[config.mk]
export PLATFORM = sky130hd
export DESIGN_NAME = superio_config_register_file
export DESIGN_NICKNAME = d
export VERILOG_FILES = /design/src/hdl/sio_cfg_pkg.sv /design/src/hdl/superio_config_register_file.sv
export SDC_FILE = /design/constraint.sdc
export NUM_CORES = 1
export LEC_CHECK = 0
export BUFFER_PORTS_ARGS = -buffer_cell sky130_fd_sc_hd__buf_2
export CORE_AREA = 5 5 182 184
export CTS_CLUSTER_SIZE = 40
export DETAILED_ROUTE_END_ITERATION = 10
export DIE_AREA = 0 0 187 189
export PLACE_DENSITY_LB_ADDON = 0.15
export RECOVER_POWER = 100
export SYNTH_ARGS = -nofsm -noshare
export SYNTH_HDL_FRONTEND = slang
export SYNTH_SLANG_ARGS = --single-unit
export TNS_END_PERCENT = 30
[constraint.sdc]
create_clock -name clock -period 6.6 [get_ports clock]
set_input_delay 0 -clock clock [delete_from_list [all_inputs] [get_ports clock]]
set_output_delay 0 -clock clock [all_outputs]
set_load 0.01 [all_outputs]
[src/hdl/sio_cfg_pkg.sv]
// Shared types, constants and helpers of the Super I/O configuration register file.
// No dependencies; used by the register file, its checker and the whole testbench.
package sio_cfg_pkg;

   // Setting count: default and the largest value the 5-bit slot decode allows.
   localparam int unsigned NUM_SETTINGS_DEF = 25;
   localparam int unsigned NUM_SETTINGS_MAX = 32;

   // First index of the setting window.
   localparam logic [7:0] FIRST_INDEX = 8'hE0;

   // Configuration register indexes.
   localparam int unsigned CSR_INDEX_W = 3;
   localparam int unsigned CSR_DATA_W  = 4;

   typedef enum logic [CSR_INDEX_W-1:0] {
      CSR_PORT_ENABLE   = 3'd0,
      CSR_FLOPPY_DMA    = 3'd1,
      CSR_FLOPPY_IRQ    = 3'd2,
      CSR_PARALLEL_IRQ  = 3'd3,
      CSR_SERIAL_A_IRQ  = 3'd4,
      CSR_SERIAL_B_IRQ  = 3'd5
   } csr_index_type;

   // Setting slots (offset from FIRST_INDEX).
   localparam logic [4:0] SLOT_ID_LOW     = 5'h00;
   localparam logic [4:0] SLOT_ID_HIGH    = 5'h01;
   localparam logic [4:0] SLOT_FUNC_EN    = 5'h02;
   localparam logic [4:0] SLOT_FLOPPY_IO  = 5'h03;
   localparam logic [4:0] SLOT_GAME_IO    = 5'h04;
   localparam logic [4:0] SLOT_REG_05     = 5'h05;
   localparam logic [4:0] SLOT_PAR_IO     = 5'h06;
   localparam logic [4:0] SLOT_SER_A_IO   = 5'h07;
   localparam logic [4:0] SLOT_SER_B_IO   = 5'h08;
   localparam logic [4:0] SLOT_REVISION   = 5'h0C;
   localparam logic [4:0] SLOT_REG_0D     = 5'h0D;
   localparam logic [4:0] SLOT_PWR_DOWN   = 5'h0F;
   localparam logic [4:0] SLOT_REG_10     = 5'h10;
   localparam logic [4:0] SLOT_REG_11     = 5'h11;
   localparam logic [4:0] SLOT_REG_13     = 5'h13;
   localparam logic [4:0] SLOT_REG_14     = 5'h14;
   localparam logic [4:0] SLOT_FLOPPY_CTL = 5'h16;
   localparam logic [4:0] SLOT_REG_17     = 5'h17;

   // Reset values of the nonzero settings.
   localparam logic [7:0] ID_LOW_RESET  = 8'h3C;
   localparam logic [7:0] FUNC_EN_RESET = 8'h03;

   // Parallel port legal window.
   localparam logic [9:0] PAR_BASE_MIN       = 10'h100;
   localparam logic [9:0] PAR_BASE_MAX_SPP   = 10'h3FC;
   localparam logic [9:0] PAR_BASE_MAX_EPP   = 10'h3F8;
   localparam logic [9:0] PAR_ALIGN_SPP      = 10'h3FC;
   localparam logic [9:0] PAR_ALIGN_EPP      = 10'h3F8;

   // Parallel mode field of the function enable setting.
   localparam logic [1:0] PAR_MODE_EPP  = 2'd2;
   localparam logic [1:0] PAR_MODE_OFF  = 2'd3;

   // One result.
   typedef struct packed {
      logic [7:0] read_data;
      logic       claimed;
      logic       floppy_on;
      logic [9:0] floppy_base;
      logic       floppy_swap;
      logic       parallel_on;
      logic [9:0] parallel_base;
      logic       parallel_epp;
      logic       serial_a_on;
      logic [9:0] serial_a_base;
      logic       serial_b_on;
      logic [9:0] serial_b_base;
   } rsp_type;

   // Per-setting write mask; settings not listed keep the byte as written.
   function automatic logic [7:0] mask_for(input logic [4:0] slot, input logic [7:0] v);
      logic [7:0] m;
      m = v;
      case (slot)
         SLOT_FUNC_EN:                       m = v & 8'hBF;
         SLOT_FLOPPY_IO, SLOT_GAME_IO:       m = v & 8'hFC;
         SLOT_REG_05:                        m = v | 8'h03;
         SLOT_SER_A_IO, SLOT_SER_B_IO,
         SLOT_REG_14, SLOT_REG_17:           m = v & 8'hFE;
         SLOT_REG_0D:                        m = v & 8'h0F;
         SLOT_PWR_DOWN:                      m = v & 8'h7F;
         SLOT_REG_10:                        m = v & 8'hF4;
         SLOT_REG_11:                        m = v & 8'h3F;
         SLOT_REG_13:                        m = v & 8'hFB;
         SLOT_FLOPPY_CTL:                    m = v & 8'hF7;
         default:                            m = v;
      endcase
      return m;
   endfunction

endpackage

[src/hdl/superio_config_register_file.sv]
// Super I/O index/data configuration register file with child-device decode.
// Depends on sio_cfg_pkg.
//
// Accepted into a free response register, a request raises rsp_valid the cycle after
// acceptance; else it waits in the skid. Throughput: one request per cycle while the skid
// is empty; the settings update and decode are one pass of logic between the request
// handshake and the response register, whose one-entry skid keeps req_stall registered.
// Reset (synchronous, active high): settings return to defaults, index and echo clear,
// port disabled, response and skid empty.
module superio_config_register_file #(
   parameter int unsigned NUM_SETTINGS = sio_cfg_pkg::NUM_SETTINGS_DEF
) (
   input  logic                                clock,
   input  logic                                reset,
   // configuration write port
   input  logic                                csr_write_enable,
   input  logic [sio_cfg_pkg::CSR_INDEX_W-1:0] csr_index,
   input  logic [sio_cfg_pkg::CSR_DATA_W-1:0]  csr_write_data,
   // request channel
   input  logic                                req_valid,
   output logic                                req_stall,
   input  logic                                req_type,
   input  logic                                req_port_sel,
   input  logic [7:0]                          req_write_data,
   // response channel
   output logic                                rsp_valid,
   input  logic                                rsp_stall,
   output logic [7:0]                          rsp_read_data,
   output logic                                rsp_claimed,
   output logic                                rsp_floppy_on,
   output logic [9:0]                          rsp_floppy_base,
   output logic                                rsp_floppy_swap,
   output logic                                rsp_parallel_on,
   output logic [9:0]                          rsp_parallel_base,
   output logic                                rsp_parallel_epp,
   output logic                                rsp_serial_a_on,
   output logic [9:0]                          rsp_serial_a_base,
   output logic                                rsp_serial_b_on,
   output logic [9:0]                          rsp_serial_b_base
);
   import sio_cfg_pkg::*;

   localparam int unsigned SLOT_W = $clog2(NUM_SETTINGS);

   // Architectural state.
   logic [7:0] settings_ff [NUM_SETTINGS];
   logic [7:0] settings_in [NUM_SETTINGS];
   logic [7:0] index_ff, index_in;
   logic [7:0] echo_ff, echo_in;
   // Only port_enable is stored and changes the responses; writes to the DMA/IRQ
   // configuration registers are not kept in this block.
   logic       port_enable_ff;

   // Response register and skid entry.
   logic       out_valid_ff, out_valid_in;
   rsp_type    out_ff, out_in;
   logic       skid_valid_ff, skid_valid_in;
   rsp_type    skid_ff, skid_in;

   logic       accept;
   logic       out_free;
   logic       in_range;
   logic [4:0] slot;
   logic       set_write;
   logic [7:0] set_wdata;
   rsp_type    result;

   // Decode temporaries (settings after the access)
   logic [7:0] s_func, s_pwr, s_par;
   logic       epp;
   logic [9:0] pbase;
   logic [9:0] plimit;

   assign accept   = req_valid && !req_stall;
   assign req_stall = skid_valid_ff;
   assign out_free = !out_valid_ff || !rsp_stall;

   // Index window 0xE0..0xE0+NUM_SETTINGS-1: top three bits set, offset below the count.
   assign slot     = index_ff[4:0];
   assign in_range = (index_ff[7:5] == FIRST_INDEX[7:5]) &&
                     ({3'b000, slot} < 8'(NUM_SETTINGS));

   // Data-port write to a writable setting; ID bytes and revision are read-only.
   assign set_write = port_enable_ff && req_type && req_port_sel && in_range &&
                      (slot != SLOT_ID_LOW) && (slot != SLOT_ID_HIGH) &&
                      (slot != SLOT_REVISION);
   assign set_wdata = mask_for(slot, req_write_data);

   always_comb begin
      for (int i = 0; i < NUM_SETTINGS; i++) begin
         settings_in[i] = settings_ff[i];
         if (accept && set_write && (slot[SLOT_W-1:0] == SLOT_W'(i))) begin
            settings_in[i] = set_wdata;
         end
      end
   end

   // Index and echo: claimed accesses echo their byte, save data reads off the window.
   always_comb begin
      index_in = index_ff;
      echo_in  = echo_ff;
      if (accept && port_enable_ff) begin
         if (req_type) begin
            echo_in = req_write_data;
            if (!req_port_sel) begin
               index_in = req_write_data;
            end
         end else if (!req_port_sel) begin
            echo_in = index_ff;
         end else if (in_range) begin
            echo_in = settings_ff[slot[SLOT_W-1:0]];
         end
      end
   end

   // Child-device decode from the settings as they stand after the access.
   always_comb begin
      s_func = settings_in[SLOT_FUNC_EN[SLOT_W-1:0]];
      s_pwr  = settings_in[SLOT_PWR_DOWN[SLOT_W-1:0]];
      s_par  = settings_in[SLOT_PAR_IO[SLOT_W-1:0]];
      epp    = (s_func[1:0] == PAR_MODE_EPP);
      pbase  = {s_par, 2'b00} & (epp ? PAR_ALIGN_EPP : PAR_ALIGN_SPP);
      plimit = epp ? PAR_BASE_MAX_EPP : PAR_BASE_MAX_SPP;

      result.read_data     = echo_in;
      result.claimed       = port_enable_ff;
      result.floppy_on     = s_func[4] && (s_pwr[1:0] == 2'b00);
      result.floppy_base   = {settings_in[SLOT_FLOPPY_IO[SLOT_W-1:0]][7:2], 4'b0000};
      result.floppy_swap   = settings_in[SLOT_FLOPPY_CTL[SLOT_W-1:0]][0];
      result.parallel_on   = (s_func[1:0] != PAR_MODE_OFF) && !s_pwr[4] && !s_pwr[0] &&
                             (pbase >= PAR_BASE_MIN) && (pbase <= plimit);
      result.parallel_base = pbase;
      result.parallel_epp  = epp;
      // serial A: enable bit 2, powered down by bit 0 or bit 2
      result.serial_a_on   = s_func[2] && !s_pwr[0] && !s_pwr[2];
      result.serial_a_base = {settings_in[SLOT_SER_A_IO[SLOT_W-1:0]], 2'b00};
      // serial B: enable bit 3, powered down by bit 0 or bit 3
      result.serial_b_on   = s_func[3] && !s_pwr[0] && !s_pwr[3];
      result.serial_b_base = {settings_in[SLOT_SER_B_IO[SLOT_W-1:0]], 2'b00};
   end

   // Response register plus skid. A request is only accepted while the skid is empty.
   always_comb begin
      out_valid_in  = out_valid_ff;
      out_in        = out_ff;
      skid_valid_in = skid_valid_ff;
      skid_in       = skid_ff;
      if (out_free) begin
         if (skid_valid_ff) begin
            out_valid_in  = 1'b1;
            out_in        = skid_ff;
            skid_valid_in = 1'b0;
         end else if (accept) begin
            out_valid_in = 1'b1;
            out_in       = result;
         end else begin
            out_valid_in = 1'b0;
         end
      end else if (accept) begin
         skid_valid_in = 1'b1;
         skid_in       = result;
      end
   end

   always_ff @(posedge clock) begin
      if (reset) begin
         for (int i = 0; i < NUM_SETTINGS; i++) begin
            if (i == int'(SLOT_ID_LOW)) begin
               settings_ff[i] <= ID_LOW_RESET;
            end else if (i == int'(SLOT_FUNC_EN)) begin
               settings_ff[i] <= FUNC_EN_RESET;
            end else begin
               settings_ff[i] <= 8'h00;
            end
         end
         index_ff       <= 8'h00;
         echo_ff        <= 8'h00;
         port_enable_ff <= 1'b0;
         out_valid_ff   <= 1'b0;
         skid_valid_ff  <= 1'b0;
      end else begin
         settings_ff   <= settings_in;
         index_ff      <= index_in;
         echo_ff       <= echo_in;
         out_valid_ff  <= out_valid_in;
         skid_valid_ff <= skid_valid_in;
         if (csr_write_enable && (csr_index == CSR_PORT_ENABLE)) begin
            port_enable_ff <= csr_write_data[0];
         end
      end
   end

   always_ff @(posedge clock) begin
      out_ff  <= out_in;
      skid_ff <= skid_in;
   end

   assign rsp_valid         = out_valid_ff;
   assign rsp_read_data     = out_ff.read_data;
   assign rsp_claimed       = out_ff.claimed;
   assign rsp_floppy_on     = out_ff.floppy_on;
   assign rsp_floppy_base   = out_ff.floppy_base;
   assign rsp_floppy_swap   = out_ff.floppy_swap;
   assign rsp_parallel_on   = out_ff.parallel_on;
   assign rsp_parallel_base = out_ff.parallel_base;
   assign rsp_parallel_epp  = out_ff.parallel_epp;
   assign rsp_serial_a_on   = out_ff.serial_a_on;
   assign rsp_serial_a_base = out_ff.serial_a_base;
   assign rsp_serial_b_on   = out_ff.serial_b_on;
   assign rsp_serial_b_base = out_ff.serial_b_base;

endmodule

==> results of run 1 <==
==> critical path: stages (launching register included) <==
cell and delay, ns:
sky130_fd_sc_hd__dfxtp_1 0.99, sky130_fd_sc_hd__clkbuf_1 1.41, sky130_fd_sc_hd__nand2b_1 0.54, sky130_fd_sc_hd__a21boi_0 0.39
sky130_fd_sc_hd__o41a_1 0.27, sky130_fd_sc_hd__or2_1 0.56, sky130_fd_sc_hd__o21ai_1 0.32, sky130_fd_sc_hd__mux2_2 0.33
==> per-stage QoR <==
stage | cells | util
floorplan | 1307 | -
global placement | 1687 | 0.447
detailed placement | 1687 | 0.447
CTS | 1760 | 0.487
global route | 1760 | 0.481
finish | 1760 | 0.481
==> worst max-delay path by stage <==
stage	start	endpoint	slack (ns)	depth (start not counted)
global placement	index_ff[1]$_SDFFE_PP0P_	rsp_serial_b_base[3]$_DFFE_PP_	2.82	6
global route	index_ff[0]$_SDFFE_PP0P_	settings_ff[113]$_SDFFE_PP0P_	1.26	8
floorplan	req_stall$_SDFFE_PP0P_	skid_ff[10]$_DFFE_PP_	1.98	3
finish	index_ff[0]$_SDFFE_PP0P_	rsp_parallel_epp$_DFFE_PP_	1.51	7
CTS	index_ff[1]$_SDFFE_PP0P_	rsp_serial_b_base[3]$_DFFE_PP_	2.80	6
detailed placement	index_ff[1]$_SDFFE_PP0P_	rsp_serial_b_base[3]$_DFFE_PP_	2.81	6
==> cell type report <==
cell class,instances,area share
clock inverter,13,0.0111
timing repair buffer,94,0.0333
sequential,309,0.472
multi-input combinational,887,0.386
tap,402,0.0335
inverter,8,0.00200
clock buffer,47,0.0626
==> cells in the final DEF (no fill, tap or decap), types with 6 or more instances in the layout <==
cell,n
sky130_fd_sc_hd__a21boi_0,6
sky130_fd_sc_hd__a21oi_1,102
sky130_fd_sc_hd__a22oi_1,10
sky130_fd_sc_hd__a31oi_1,8
sky130_fd_sc_hd__and2_0,6
sky130_fd_sc_hd__and3_1,8
sky130_fd_sc_hd__and3b_1,8
sky130_fd_sc_hd__buf_2,17
sky130_fd_sc_hd__buf_4,10
sky130_fd_sc_hd__clkbuf_1,63
sky130_fd_sc_hd__clkbuf_16,35
sky130_fd_sc_hd__conb_1,10
sky130_fd_sc_hd__dfxtp_1,218
sky130_fd_sc_hd__dlygate4sd3_1,13
sky130_fd_sc_hd__edfxtp_1,90
sky130_fd_sc_hd__inv_1,8
sky130_fd_sc_hd__mux2_2,56
sky130_fd_sc_hd__mux2i_1,85
sky130_fd_sc_hd__mux4_2,24
sky130_fd_sc_hd__nand2_1,177
sky130_fd_sc_hd__nand2b_1,8
sky130_fd_sc_hd__nand3_1,17
sky130_fd_sc_hd__nor2_1,131
sky130_fd_sc_hd__nor2b_1,60
sky130_fd_sc_hd__nor3_1,13
sky130_fd_sc_hd__nor3b_1,11
sky130_fd_sc_hd__nor4_1,6
sky130_fd_sc_hd__o21ai_0,43
sky130_fd_sc_hd__o22ai_1,12
==> synth_stat cells (4+ instances only) <==
cell type	count	area (sq um)
sky130_fd_sc_hd__dfxtp_1	219	4380
sky130_fd_sc_hd__a21boi_0	6	45.0
sky130_fd_sc_hd__a21oi_1	104	521
sky130_fd_sc_hd__and2_1	10	62.6
sky130_fd_sc_hd__a22o_1	4	35.0
sky130_fd_sc_hd__a31oi_1	8	50.1
sky130_fd_sc_hd__o21ai_1	16	80.1
sky130_fd_sc_hd__a22oi_1	10	75.1
sky130_fd_sc_hd__nor3_4	4	65.1
sky130_fd_sc_hd__o21ai_0	28	140
sky130_fd_sc_hd__edfxtp_1	90	2700
sky130_fd_sc_hd__nand2b_1	8	50.1
sky130_fd_sc_hd__nor2b_1	60	375
sky130_fd_sc_hd__nor3b_1	11	82.6
sky130_fd_sc_hd__and3_1	8	50.1
sky130_fd_sc_hd__mux2i_1	85	851
sky130_fd_sc_hd__o211ai_1	4	30.0
sky130_fd_sc_hd__a211o_1	5	43.8
sky130_fd_sc_hd__o31ai_1	5	37.5
sky130_fd_sc_hd__and3b_1	8	70.1
sky130_fd_sc_hd__inv_1	8	30.0
sky130_fd_sc_hd__nor2_1	128	480
sky130_fd_sc_hd__nor3_1	10	50.1
sky130_fd_sc_hd__or2_2	5	31.3
sky130_fd_sc_hd__buf_2	20	100
sky130_fd_sc_hd__nor4_1	5	31.3
sky130_fd_sc_hd__a221oi_1	5	43.8
sky130_fd_sc_hd__mux2_2	60	676
sky130_fd_sc_hd__buf_6	8	90.1
sky130_fd_sc_hd__buf_4	16	120
sky130_fd_sc_hd__o22ai_1	12	75.1
sky130_fd_sc_hd__clkbuf_1	54	203
sky130_fd_sc_hd__nand3_1	15	75.1
sky130_fd_sc_hd__o32a_1	5	50.1
sky130_fd_sc_hd__mux4_2	24	541
sky130_fd_sc_hd__nand2_1	177	664
==> report_power, final <==
group / internal [mW] / total [mW] / switching (mW)
clock: 1.15 / 1.89 / 0.740
sequential: 1.97 / 1.98 / 0.00628
combinational: 0.0320 / 0.134 / 0.102
total: 3.16 / 4.01 / 0.848
==> repair_timing <==
item | CTS | global route
resized for setup | 0 | 0
endpoints found under the hold margin | 12 | 0
endpoints found under the setup margin | 0 | 0
hold buffers | 13 | 0
==> routing by layer <==
| metal | up-vias | global-route usage |
|---|---|---|
| li1 | 4638 | - |
| met1 | 4677 | 0.281 |
| met2 | 247 | 0.340 |
| met3 | 60 | 0.0271 |
| met4 | 0 | 0.0543 |
| met5 | - | 0 |
==> cell families after synthesis <==
logic type                synth area share
buffers and inverters               0.0418
AOI/OAI and AO/OA                    0.102
and+or+nand+nor                      0.176
other                             0.000278
xor gates and xnor gates           0.00130
DFF                                  0.525
muxes                                0.153
==> flip-flops by register name, indices dropped and copies added (netlist names) <==
register / flops
rsp_parallel_epp: 1
skid_ff: 45
rsp_read_data: 8
rsp_serial_b_on: 1
rsp_floppy_base: 6
rsp_parallel_base: 8
rsp_serial_a_on: 1
rsp_serial_a_base: 8
index_ff: 8
rsp_claimed: 1
rsp_parallel_on: 1
rsp_floppy_on: 1
req_stall: 1
echo_ff: 8
settings_ff: 200
rsp_valid: 1
rsp_serial_b_base: 8
port_enable_ff: 1
rsp_floppy_swap: 1
==> results.md, run 1 <==
- Clock-pin slew was measured on the worst setup and hold paths at roughly 0.060 ns.
- The number of antenna diodes in the final layout is 0.
- The total met3 wirelength after detailed routing is 1.65 mm.
- The via count normalized by instance count is ~5.5.
- In this run the worst path has a maximum fanout of 25.
- For this design, the sink count on the clock tree is a little over 300.
- The wire length of the first global-routing pass is ~57 mm.
- The summed area of non-filler cells in the final layout is 15000 sq um.
- For this block, the via count after detailed routing is 9622.
- OpenSTA, run right after detailed placement, puts the worst setup slack at about 2.8 ns.
- The via count of the first global-routing pass came to 9351.
- The data required time of the critical path is 6.85 ns.
- The type of the tightest min-delay check is input port to register.
- The worst setup path category is register to register.
- The peak supply drop is about 0.00014 V.
- The cell chosen for the clock root is sky130_fd_sc_hd__clkbuf_16.
- The multi-input combinational cells in the finished layout cover a total of roughly 5800 sq um.
- Static timing analysis puts the maximum clock frequency at 196 MHz.
- The startpoint of the most critical register-to-register path is index_ff[0]$_SDFFE_PP0P_.
- TritonCTS created 34 clock buffers.
- The count of warnings emitted by yosys is 0.
- For this run, the total global-route usage over all layers was measured as 0.204.
- The placed instances occupy a cell area of approximately 14000 sq um.
- For this design the static power due to leakage is 5.36 nW.
- The routed length on met2 is 17.3 mm.
- The maximum level of the CTS H-tree is 2.
- At the pin with the least slew margin, the transition time is 4.22 ns.
- The async set-reset flop share out of synthesis is 0.
- The die is 187 um wide.
- The checks that failed: capacitance limit, slew limit.
- The net count of the finished layout is 1356.
- In the final layout, flip-flops and latches occupy 7090 sq um.
- After detailed routing, the number of remaining DRC violations is 0.
- The unique cell type count in the Yosys netlist is between 70 and 80.
- In the post-route analysis, the smallest setup slack over all paths is ~1.5 ns.
- The die outline height is between 150 and 200 um.
- The primary flip-flop cell chosen by synthesis mapping is sky130_fd_sc_hd__dfxtp_1.
- The detailed-route wire length on metal 1 is 16.8 mm.
- Dividing the detail-routed wire length by the instance count gives 20.8 um.
- Counting flops and latches in the post-synthesis netlist gives 309.
- The area growth from synthesis to layout is 11.4%.
- The pin count of the biggest net entering global routing is 126.
- Once detailed placement completed, the half-perimeter wirelength came to 23.6 mm.
- The filler cell count in the final layout is 2911.
- The relative slew slack is -1.81.
- Setup repair after global routing left no endpoint under its margin.
- The top-level port count is 79.
- The post-synthesis cell count is roughly 1300.
- The maximum clock skew at final layout is approximately 0.014 ns.
- The initial cell density of the core is 0.432.
- The count of port buffers added during placement is between 60 and 70.
- For this run, the detailed router's first-pass iteration total came to 5.
- The ratio of total power to cell area is 266 nW/um^2.
- The floorplan step defined a die boundary enclosing 35300 sq um.
- After floorplanning, the core was sized to cover 31200 sq um.
- The sequential share of the synthesized area is 0.525.
- The path with the worst hold slack has its endpoint at settings_ff[165]$_SDFFE_PP0P_.
- Global routing finished with a remaining overflow of 0.
- The post-route clock period utilization is 0.772.
- The cell depth of the worst flop-to-flop path is 7.
- The reg2reg setup slack is 1.51 ns.
- TritonCTS built the clock tree.
- The average cell area after synthesis is roughly 10 sq um.
- The sum of routed wire length over all layers is 36.7 mm.
- At the worst endpoint, the arrival time is roughly 5.3 ns.
- The count of final hold-check violations came to 0.
- The clock reaches the later pin of the worst-skew pair after around 0.5 ns.
- The run finished, with violations left.
- The highest metal layer carrying signal wires in the routed design is met4.
- The final count of pins violating max slew is between 200 and 250.
- In this run, synthesis inferred 90 flip-flops with an integrated enable.
- In the final timing run, aggregate negative setup slack is 0 ns.
- The cell area that synthesis handed to floorplanning was 13500 sq um.
- In the final layout, the share of cells above drive strength 1 is 0.126.
- STA classifies the critical path endpoint as a register.
- The number of antenna violations at the first check in global routing is 0.
- The number of max-cap violations is 4.
- The number of rows in the core area is 65.
- The final critical-path required period is around 5.1 ns.
- In this run, the number of DRC markers left after iteration 0 of detailed routing was 800.
- The reg-to-reg endpoint is rsp_parallel_epp$_DFFE_PP_.
- Across all hold checks on the routed design, the worst slack comes to 0.0392 ns.
- The detail route stage leaves a number of antenna-violating nets equal to 0.
- The cell depth of the worst min-delay path is 2.
- STA classifies the critical path startpoint as a register.
- The congestion estimate from routability-driven global placement came to around 0.86.
- The startpoint identified for the worst hold timing path is reset.
- The maximum buffer depth of the clock tree is 3.
- In this run the post-CTS setup repair buffer count came out at 0.
- Setup violations remaining at the end of the flow were counted as 0.
- The total power consumption of the routed design is 4.01 mW.
(Power assumes the default switching activity.)
==> inputs of run 2 (changes only) <==
--- a/config.mk
+++ b/config.mk
@@ -5,11 +5,12 @@
 export SDC_FILE = /design/constraint.sdc
 export NUM_CORES = 1
 export LEC_CHECK = 0
+export ABC_AREA = 1
 export BUFFER_PORTS_ARGS = -buffer_cell sky130_fd_sc_hd__buf_2
-export CORE_AREA = 5 5 182 184
+export CORE_AREA = 5 5 178 180
 export CTS_CLUSTER_SIZE = 40
 export DETAILED_ROUTE_END_ITERATION = 10
-export DIE_AREA = 0 0 187 189
+export DIE_AREA = 0 0 183 185
 export PLACE_DENSITY_LB_ADDON = 0.15
 export RECOVER_POWER = 100
 export SYNTH_ARGS = -nofsm -noshare
==> constraint.sdc (replaced) <==
create_clock -name clock -period 5.2 [get_ports clock]
set_input_delay 0 -clock clock [delete_from_list [all_inputs] [get_ports clock]]
set_output_delay 0 -clock clock [all_outputs]
set_load 0.01 [all_outputs]
==> results.md, run 2 <==
- The data required time of the critical path is 5.56 ns (-1.29 ns).
- The simple logic cell fraction of the synthesized area came to 0.185 (+0.00933).
- The count of port buffers added during placement is 65 (unchanged).
- TritonCTS built the clock tree.
- The final critical-path required period is 4.14 ns (-0.955 ns).
- The clock transition time at the flip-flop clock pins of the worst setup and hold paths is 0.07 ns (about the same).
- The global placer's final weighted congestion came to 0.967 (+12%).
- The net count of the finished layout came to 1629 (+20%).
- The slew at the pin closest to its max-slew limit was 3.62 ns (-0.603 ns).
- The total number of vias came to 10613 (+10%).
- The number of rows in the core area is 64 (-1.5%).
- The area of the core is 30000 sq um (-3.8%).
- The post-route clock period utilization came to 0.796 (+0.0242).
- The peak supply drop is 0.000247 V (+81%).
- The unique cell type count in the Yosys netlist is 39 (-45%).
- The startpoint of the most critical register-to-register path is index_ff[0]$_SDFFE_PP0P_.
- The worst setup path is launched from a register.
- The library cell used most frequently in the layout, excluding fill and tap cells, is sky130_fd_sc_hd__nand2_1.
- The wire length of the first global-routing pass is 58.0 mm (+1.7%).
- The reg2reg setup slack was 1.06 ns (-0.45 ns).
- The cell depth of the worst min-delay path is 4 (+2).
- The HPWL after detailed placement was 24.1 mm (+2.1%).
- The library cells used most frequently in the layout, excluding fill and tap cells, are sky130_fd_sc_hd__nand2_1 (338), sky130_fd_sc_hd__dfxtp_1 (219), sky130_fd_sc_hd__o21ai_0 (207), sky130_fd_sc_hd__a21oi_1 (154), sky130_fd_sc_hd__inv_1 (147).
- The count of nets left with antenna violations after detail routing is 0 (unchanged).
- The checks that failed: capacitance limit, slew limit.
- The relative slew slack was -1.41 (+0.402).
- The number of buffers created by CTS was 34 (unchanged).
- The final count of pins violating max slew is 151 (-32%).
- The maximum clock skew at final layout was 0.0244 ns (+0.0106 ns).
- The final core area utilization is 0.486 (+0.00479).
- The pin count of the biggest net entering global routing is 94 (-25%).
- Sorting the synthesized cells by area gives the leading types as sky130_fd_sc_hd__dfxtp_1 (34%), sky130_fd_sc_hd__edfxtp_1 (21%), sky130_fd_sc_hd__nand2_1 (9.7%).
- The share of cells above drive strength 1 is 0.0699 (-0.0560).
- The cell depth of the worst flop-to-flop path came to 15 (+8).
- The complex-gate fraction of the synthesized area was 0.184 (+0.0821).
- The adder and majority gate portion of the synthesized area is 0 (unchanged).
- The fraction of post-synthesis cell area in the top cell type by area is 0.338 (+0.0128).
- The x dimension of the die is 183 um (-2.1%).
- In the final layout, the registers with the most flip-flops are settings_ff x200, skid_ff x45.
- The detailed-route wire length per cell is 18.2 um (-13%).
- The register bank with the most flops is settings_ff.
- The residual overflow from global routing is 0 (unchanged).
- The dominant combinational cell family by area after synthesis is simple AND/OR/NAND/NOR gates.
- The number of design-rule violations left by the first detailed-router iteration is 854 (+6.8%).
- sky130_fd_sc_hd__dfxtp_1 takes more of the synthesized area than any other cell.
- The type of destination of the critical path is a register.
- The summed instance area of the synthesized netlist is 13000 sq um (-3.8%).
- The final total negative setup slack is 0 ns (unchanged).
- In the post-synthesis netlist, the cell with the most instances is sky130_fd_sc_hd__nand2_1.
- The primary flip-flop cell chosen by synthesis mapping is sky130_fd_sc_hd__dfxtp_1.
- The post-synthesis cell count came to 1567 (+21%).
- The leakage power is 6.06 nW (+13%).
- The overall track demand over capacity in global routing was 0.216 (+0.0127).
- The number of clock sinks seen by CTS is 309 (unchanged).
- The ratio of total power to cell area is 346 nW/um^2 (+30%).
- The number of max-cap violations came to 3 (-1).
- The share of the synthesized netlist area taken by xor and xnor gates is 0 (-0.00130).
- The number of antenna violations at the first check in global routing is 0 (unchanged).
- The post-route worst setup slack is 1.06 ns (-0.445 ns).
- The arrival time reported for the critical path endpoint is 4.50 ns (-0.84 ns).
- In the synthesized netlist, the cells that appear most often are sky130_fd_sc_hd__nand2_1 (334), sky130_fd_sc_hd__dfxtp_1 (219), sky130_fd_sc_hd__o21ai_0 (168), sky130_fd_sc_hd__a21oi_1 (154), sky130_fd_sc_hd__inv_1 (142).
- The worst hold-check slack came to 0.0815 ns (+0.0423 ns).
- The end point of the most critical hold path is index_ff[4]$_SDFFE_PP0P_.
- The flip-flop and latch count after synthesis was 309 (unchanged).
- The maximum clock frequency is 242 MHz (+23%).
- The number of antenna cells inserted came to 0 (unchanged).
- The area of the die came to 33900 sq um (-4.2%).
- The count of final hold-check violations came to 0 (unchanged).
- The die outline height is 185 um (-2.1%).
- The detailed-route DRC error count was 0 (unchanged).
- The area growth from synthesis to layout is 12.4%.
- The cell chosen for the clock root is sky130_fd_sc_hd__clkbuf_16.
- The flip-flop count of the largest register after layout was 200 (unchanged).
- The setup fix buffers added after clock tree synthesis is 0 (unchanged).
- The maximum level of the CTS H-tree is 2 (unchanged).
- The startpoint of the lowest-slack hold path is req_port_sel.
- The total of endpoints with negative setup slack in the final report is 0 (unchanged).
- The total power consumption of the routed design is 5.05 mW (+26%).
- The via count normalized by instance count is 5.24 (-4.2%).
- The sequential share of the synthesized area is 0.546 (+0.0207).
- The sum of routed wire length over all layers came to 36.8 mm (+0.36%).
- The mux share of post-synthesis cell area was 0 (-0.153).
- The insertion delay to the later sink of the worst-skew pair is 0.51 ns (about the same).
- The flow ran to the end, but the final reports show violations.
- In this run the critical register-to-register path is captured at rsp_read_data[0]$_DFFE_PP_.
- The top-level port count is 79 (unchanged).
- The worst slack at placement came to 1.73 ns (-1.08 ns).
- The average cell area after synthesis is 8.28 sq um (-20%).
- The maximum buffer depth of the clock tree is 3 (unchanged).
- The number of enable flip-flop cells after synthesis is 90 (unchanged).
- The type of the tightest min-delay check is input port to register.
- The via count of the first global-routing pass was 10162 (+8.7%).
- The detailed-routing iteration count for the pre-antenna-repair pass is 5 (unchanged).
- The worst-path maximum fanout is 28 (+12%).
- The async set-reset flop share out of synthesis was 0 (unchanged).
- Setup repair after global routing left no endpoint under its margin.
- The worst setup path category is register to register.
- The count of warnings emitted by yosys is 0 (unchanged).
- The initial cell density of the core is 0.432 (about the same).
[run 2: changes by cell type after synthesis, sizes merged, moves of 9 or more]
cell | previous run | this run
a21oi | 104 | 156
a22oi | 10 | 52
clkbuf | 56 | 47
inv | 8 | 160
mux2 | 60 | 0
mux2i | 85 | 0
mux4 | 24 | 0
nand2 | 177 | 343
nand3 | 17 | 52
nand4 | 3 | 20
nor2 | 132 | 118
nor2b | 61 | 0
nor3b | 12 | 0
o21ai | 44 | 207
[run 2: logic make-up (layout without fill, tap and decap cells)]
kind of cell,after synthesis,in the layout
other cells,1,10
compound gates,435,435
flops,309,309
simple gates,558,558
buf+inv,264,319
[run 2: layout make-up]
cell class | count | area, sq um
inverter | 164 | 617
tap | 396 | 495
fill | 2986 | 15400
timing repair buffer | 95 | 515
sequential | 309 | 7090
clock buffer | 51 | 1040
clock inverter | 9 | 71.3
multi-input combinational | 1003 | 4770
[run 2: critical path: stages, from the launching register on]
cell                       delay (ns)
sky130_fd_sc_hd__dfxtp_1         0.54
sky130_fd_sc_hd__nand2_2         0.28
sky130_fd_sc_hd__inv_1           0.93
sky130_fd_sc_hd__clkbuf_1        0.93
sky130_fd_sc_hd__nand2_1         0.19
sky130_fd_sc_hd__nand2_1         0.17
sky130_fd_sc_hd__o21ai_0         0.17
sky130_fd_sc_hd__nand2_1         0.12
sky130_fd_sc_hd__inv_1           0.05
sky130_fd_sc_hd__nand3_1         0.06
sky130_fd_sc_hd__nand3_1         0.10
sky130_fd_sc_hd__nand2_1         0.09
sky130_fd_sc_hd__nand2_1         0.08
sky130_fd_sc_hd__nand2_1         0.11
sky130_fd_sc_hd__nand2_1         0.06
sky130_fd_sc_hd__nand2_1         0.12
[run 2: per-layer routing]
| layer | wire [um] | global-route usage | share of wire | vias to the layer above |
|---|---|---|---|---|
| li1 | - | - | - | 5275 |
| met1 | 16500 | 0.300 | 0.45 | 4953 |
| met2 | 17000 | 0.350 | 0.46 | 317 |
| met3 | 2170 | 0.0293 | 0.059 | 68 |
| met4 | 1190 | 0.0751 | 0.032 | 0 |
| met5 | 0 | 0 | 0 | - |
[run 2: report_power, final]
part,internal [mW],total [mW],switching (mW),leakage (nW)
Sequential,2.50,2.51,0.00797,2.65
Combinational,0.0372,0.171,0.134,2.86
Clock,1.43,2.37,0.944,0.551
Total,3.97,5.05,1.09,6.06
[run 2: what timing repair did]
item	4_1_cts	5_1_grt
endpoints found under the hold margin	26	0
resized for setup	0	0
hold buffers	16	0
[run 2: worst max-delay path by stage]
stage / startpoint / to / depth (start not counted) / slack [ns]
2_1_floorplan: req_stall$_SDFFE_PP0P_ / rsp_claimed$_DFFE_PP_ / 3 / 1.74
3_3_place_gp: index_ff[3]$_SDFFE_PP0P_ / rsp_serial_b_base[5]$_DFFE_PP_ / 11 / 1.80
3_5_place_dp: index_ff[3]$_SDFFE_PP0P_ / rsp_serial_b_base[5]$_DFFE_PP_ / 11 / 1.73
4_1_cts: index_ff[3]$_SDFFE_PP0P_ / rsp_serial_b_base[5]$_DFFE_PP_ / 11 / 1.73
5_1_grt: index_ff[0]$_SDFFE_PP0P_ / rsp_read_data[0]$_DFFE_PP_ / 15 / 0.78
6_report: index_ff[0]$_SDFFE_PP0P_ / rsp_read_data[0]$_DFFE_PP_ / 15 / 1.06
[run 2: per-stage QoR]
stage          area [sq um]  instances
2_1_floorplan         13000       1576
6_report              14600       2027
3_3_place_gp          13500       1951
4_1_cts               14800       2027
5_1_grt               14600       2027
3_5_place_dp          13500       1951
==> inputs of run 3 (changes only) <==
--- a/config.mk
+++ b/config.mk
@@ -5,12 +5,12 @@
 export SDC_FILE = /design/constraint.sdc
 export NUM_CORES = 1
 export LEC_CHECK = 0
-export ABC_AREA = 1
+export ABC_AREA = 0
 export BUFFER_PORTS_ARGS = -buffer_cell sky130_fd_sc_hd__buf_2
-export CORE_AREA = 5 5 178 180
+export CORE_AREA = 5 5 182 184
 export CTS_CLUSTER_SIZE = 40
 export DETAILED_ROUTE_END_ITERATION = 10
-export DIE_AREA = 0 0 183 185
+export DIE_AREA = 0 0 187 189
 export PLACE_DENSITY_LB_ADDON = 0.15
 export RECOVER_POWER = 100
 export SYNTH_ARGS = -nofsm -noshare
==> constraint.sdc (replaced) <==
create_clock -name clock -period 3.65 [get_ports clock]
set_input_delay 0 -clock clock [delete_from_list [all_inputs] [get_ports clock]]
set_output_delay 0 -clock clock [all_outputs]
set_load 0.01 [all_outputs]
==> results.md, run 3 (synthesis results as in run 1) <==
- The clock transition time at the flip-flop clock pins of the worst setup and hold paths is 0.06 ns (about the same).
- The peak supply drop is 0.000256 V (+3.6%).
- The setup fix buffers added after clock tree synthesis is 0 (unchanged).
- The CTS tree is yes.
- Compared with the post-synthesis result, the final layout area differs by 13.2%.
- The slew at the pin closest to its max-slew limit was 1.96 ns (-1.66 ns).
- The detailed-route wire length per cell is 20.7 um (+14%).
- The HPWL after detailed placement is 25.0 mm (+3.6%).
- The final reports fail on capacitance limit, slew limit.
- Setup repair after global routing left no endpoint under its margin.
- The post-route clock period utilization is 0.901 (+0.106).
- The summed area of non-filler cells in the final layout is 15300 sq um (+4.6%).
- settings_ff holds more flip-flops than any other register.
- The via count of the first global-routing pass is 9453 (-7.0%).
- The number of placed instances, taps included is 1718 (-12%).
- The overall track demand over capacity in global routing is 0.205 (-0.0111).
- The ratio of total power to cell area came to 464 nW/um^2 (+34%).
- The post-route non-filler standard cell count was 1793 (-12%).
- The cell chosen for the clock root is sky130_fd_sc_hd__clkbuf_16.
- The cell area after placement came to 14300 sq um (+5.7%).
- The top-level port count came to 79 (unchanged).
- The critical path buffer and inverter count is 0 (-3).
- The count of port buffers added during placement is 65 (unchanged).
- The type of destination of the critical path is a register.
- The residual overflow from global routing is 0 (unchanged).
- The sum of routed wire length over all layers came to 37.1 mm (+0.80%).
- The cell that appears most often on the critical path is sky130_fd_sc_hd__o21ai_0.
- The final count of pins violating max slew is 92 (-39%).
- The cell class contributing the biggest share of worst-path delay is simple AND/OR/NAND/NOR gates.
- The met3 layer usage reported by global route is 0.0313 (+0.00208).
- Leaving out fill and tap cells, the most frequent cells in the layout are sky130_fd_sc_hd__dfxtp_1 (217), sky130_fd_sc_hd__nand2_1 (177), sky130_fd_sc_hd__nor2_1 (130), sky130_fd_sc_hd__a21oi_1 (103), sky130_fd_sc_hd__edfxtp_1 (90).
- The insertion delay to the later sink of the worst-skew pair is 0.52 ns (about the same).
- The maximum buffer depth of the clock tree is 3 (unchanged).
- The final critical-path required period is 3.29 ns (-0.848 ns).
- The die outline height was 189 um (+2.2%).
- The maximum clock frequency is 304 MHz (+26%).
- The x dimension of the die is 187 um (+2.2%).
- The signal on the critical path passes through nor3b_1 -> o21ai_0 -> nand3_1 -> o21ai_0 -> mux2_2.
- In the final layout, the registers with the most flip-flops are settings_ff x200, skid_ff x45.
- The worst-path maximum fanout came to 20 (-29%).
- The wire length of the first global-routing pass was 57.1 mm (-1.6%).
- The total power consumption of the routed design is 7.08 mW (+40%).
- The maximum clock skew at final layout came to 0.0205 ns (-0.00388 ns).
- The arrival time reported for the critical path endpoint is 3.56 ns (-0.94 ns).
- The count of nets left with antenna violations after detail routing came to 0 (unchanged).
- The maximum level of the CTS H-tree is 2 (unchanged).
- The worst setup path category is register to register.
- The most common cell after layout, fill and taps aside is sky130_fd_sc_hd__dfxtp_1.
- The global placer's final weighted congestion is 0.854 (-12%).
- The detailed-routing iteration count for the pre-antenna-repair pass is 5 (unchanged).
- The detailed-route DRC error count was 0 (unchanged).
- The pin count of the biggest net entering global routing was 93 (-1.1%).
- The slowest cell on the critical path is sky130_fd_sc_hd__nor3b_1.
- The total of endpoints with negative setup slack in the final report is 0 (unchanged).
- The total number of vias came to 9756 (-8.1%).
- The share of cells above drive strength 1 is 0.145 (+0.0753).
- The flip-flop count of the largest register after layout is 200 (unchanged).
- The relative slew slack is -0.308 (+1.11).
- The highest cell delay on the worst timing path was 0.86 ns (-0.07 ns).
- The net count of the finished layout is 1388 (-15%).
- The number of clock sinks seen by CTS was 309 (unchanged).
- The number of buffers created by CTS is 34 (unchanged).
- The leakage power is 5.54 nW (-8.6%).
- The worst setup path is launched from a register.
- The number of max-cap violations is 1 (-2).
- The flow ran to the end, but the final reports show violations.
- The number of antenna violations at the first check in global routing is 0 (unchanged).
- The number of antenna cells inserted is 0 (unchanged).
- The met1 layer usage reported by global route is 0.290 (-0.0102).
- The via count normalized by instance count was 5.44 (+3.9%).
- The number of design-rule violations left by the first detailed-router iteration was 940 (+10%).
- The area of the core was 31200 sq um (+4.0%).
- The area of the die is 35300 sq um (+4.4%).
- The filler cell count in the final layout was 2977 (-0.30%).
- In this run the worst hold path is classified as input port to register.
- After global routing, the most crowded layer is met2.
- The count of final hold-check violations came to 0 (unchanged).
- The data required time of the critical path is 3.92 ns (-1.64 ns).
- The final core area utilization is 0.489 (+0.00290).
- The number of rows in the core area is 65 (+1.6%).
- The met2 capacity usage during global routing is 0.324 (-0.0255).
- The initial cell density of the core is 0.432 (about the same).
run 3: cell count changes in the layout (fill, tap and decap cells not counted), moves of 57 or more:
cell	before	now
sky130_fd_sc_hd__o21ai_0	207	42
sky130_fd_sc_hd__nand2_1	338	177
sky130_fd_sc_hd__inv_1	147	8
sky130_fd_sc_hd__mux2i_1	0	85
sky130_fd_sc_hd__nor2b_1	0	60
sky130_fd_sc_hd__mux2_2	0	57
run 3: through the flow:
| stage | setup WS [ns] | hold WS [ns] | setup TNS, ns |
|---|---|---|---|
| after floorplan | -0.130 | 0.139 | -5.84 |
| after global placement | 0.751 | 0.238 | 0 |
| after detailed placement | 0.712 | 0.246 | 0 |
| after CTS | 0.710 | 0.0542 | 0 |
| after global routing | 0.300 | 0.0929 | 0 |
| final | 0.360 | 0.0866 | 0 |
run 3: timing repair:
| item | 4_1_cts | 5_1_grt |
|---|---|---|
| resized for setup | 0 | 0 |
| endpoints found under the hold margin | 62 | 0 |
| endpoints found under the setup margin | 0 | 0 |
| hold buffers | 14 | 0 |
run 3: final timing paths:
kind,cells after the start,slack [ns],endpoint,from
min,4,0.09,index_ff[0]$_SDFFE_PP0P_,req_port_sel
max,5,0.36,rsp_parallel_base[8]$_DFFE_PP_,index_ff[4]$_SDFFE_PP0P_
max reg2reg,5,0.36,rsp_parallel_base[8]$_DFFE_PP_,index_ff[4]$_SDFFE_PP0P_
min reg2reg,1,0.44,settings_ff[194]$_SDFFE_PP1P_,settings_ff[194]$_SDFFE_PP1P_
run 3: worst register-to-register path: stages (launching register included):
cell and delay (ns):
sky130_fd_sc_hd__dfxtp_1 0.80, sky130_fd_sc_hd__nor3b_1 0.86, sky130_fd_sc_hd__o21ai_0 0.22, sky130_fd_sc_hd__nand3_1 0.56, sky130_fd_sc_hd__o21ai_0 0.31, sky130_fd_sc_hd__mux2_2 0.32
run 3: where the power goes:
part	total (mW)	internal, mW	switching [mW]
logic	0.255	0.0667	0.188
registers	3.58	3.57	0.0130
clock network	3.24	1.89	1.35
total	7.08	5.53	1.55
run 3: layout make-up:
class,instances,area (sq um),area share
clock buffers,53,997,0.0653
clock inverters,8,63.8,0.00418
inverters,8,30.0,0.00197
multi-input cells,887,5820,0.381
flip-flops and latches,309,7090,0.464
well taps,402,503,0.0329
repair buffers,126,763,0.0500
run 3: metal layers:
| layer | share of wire | vias to the layer above |
|---|---|---|
| met5 | 0 | - |
| met4 | 0.030 | 0 |
| met3 | 0.057 | 59 |
| met2 | 0.45 | 272 |
| met1 | 0.46 | 4724 |
| li1 | - | 4701 |
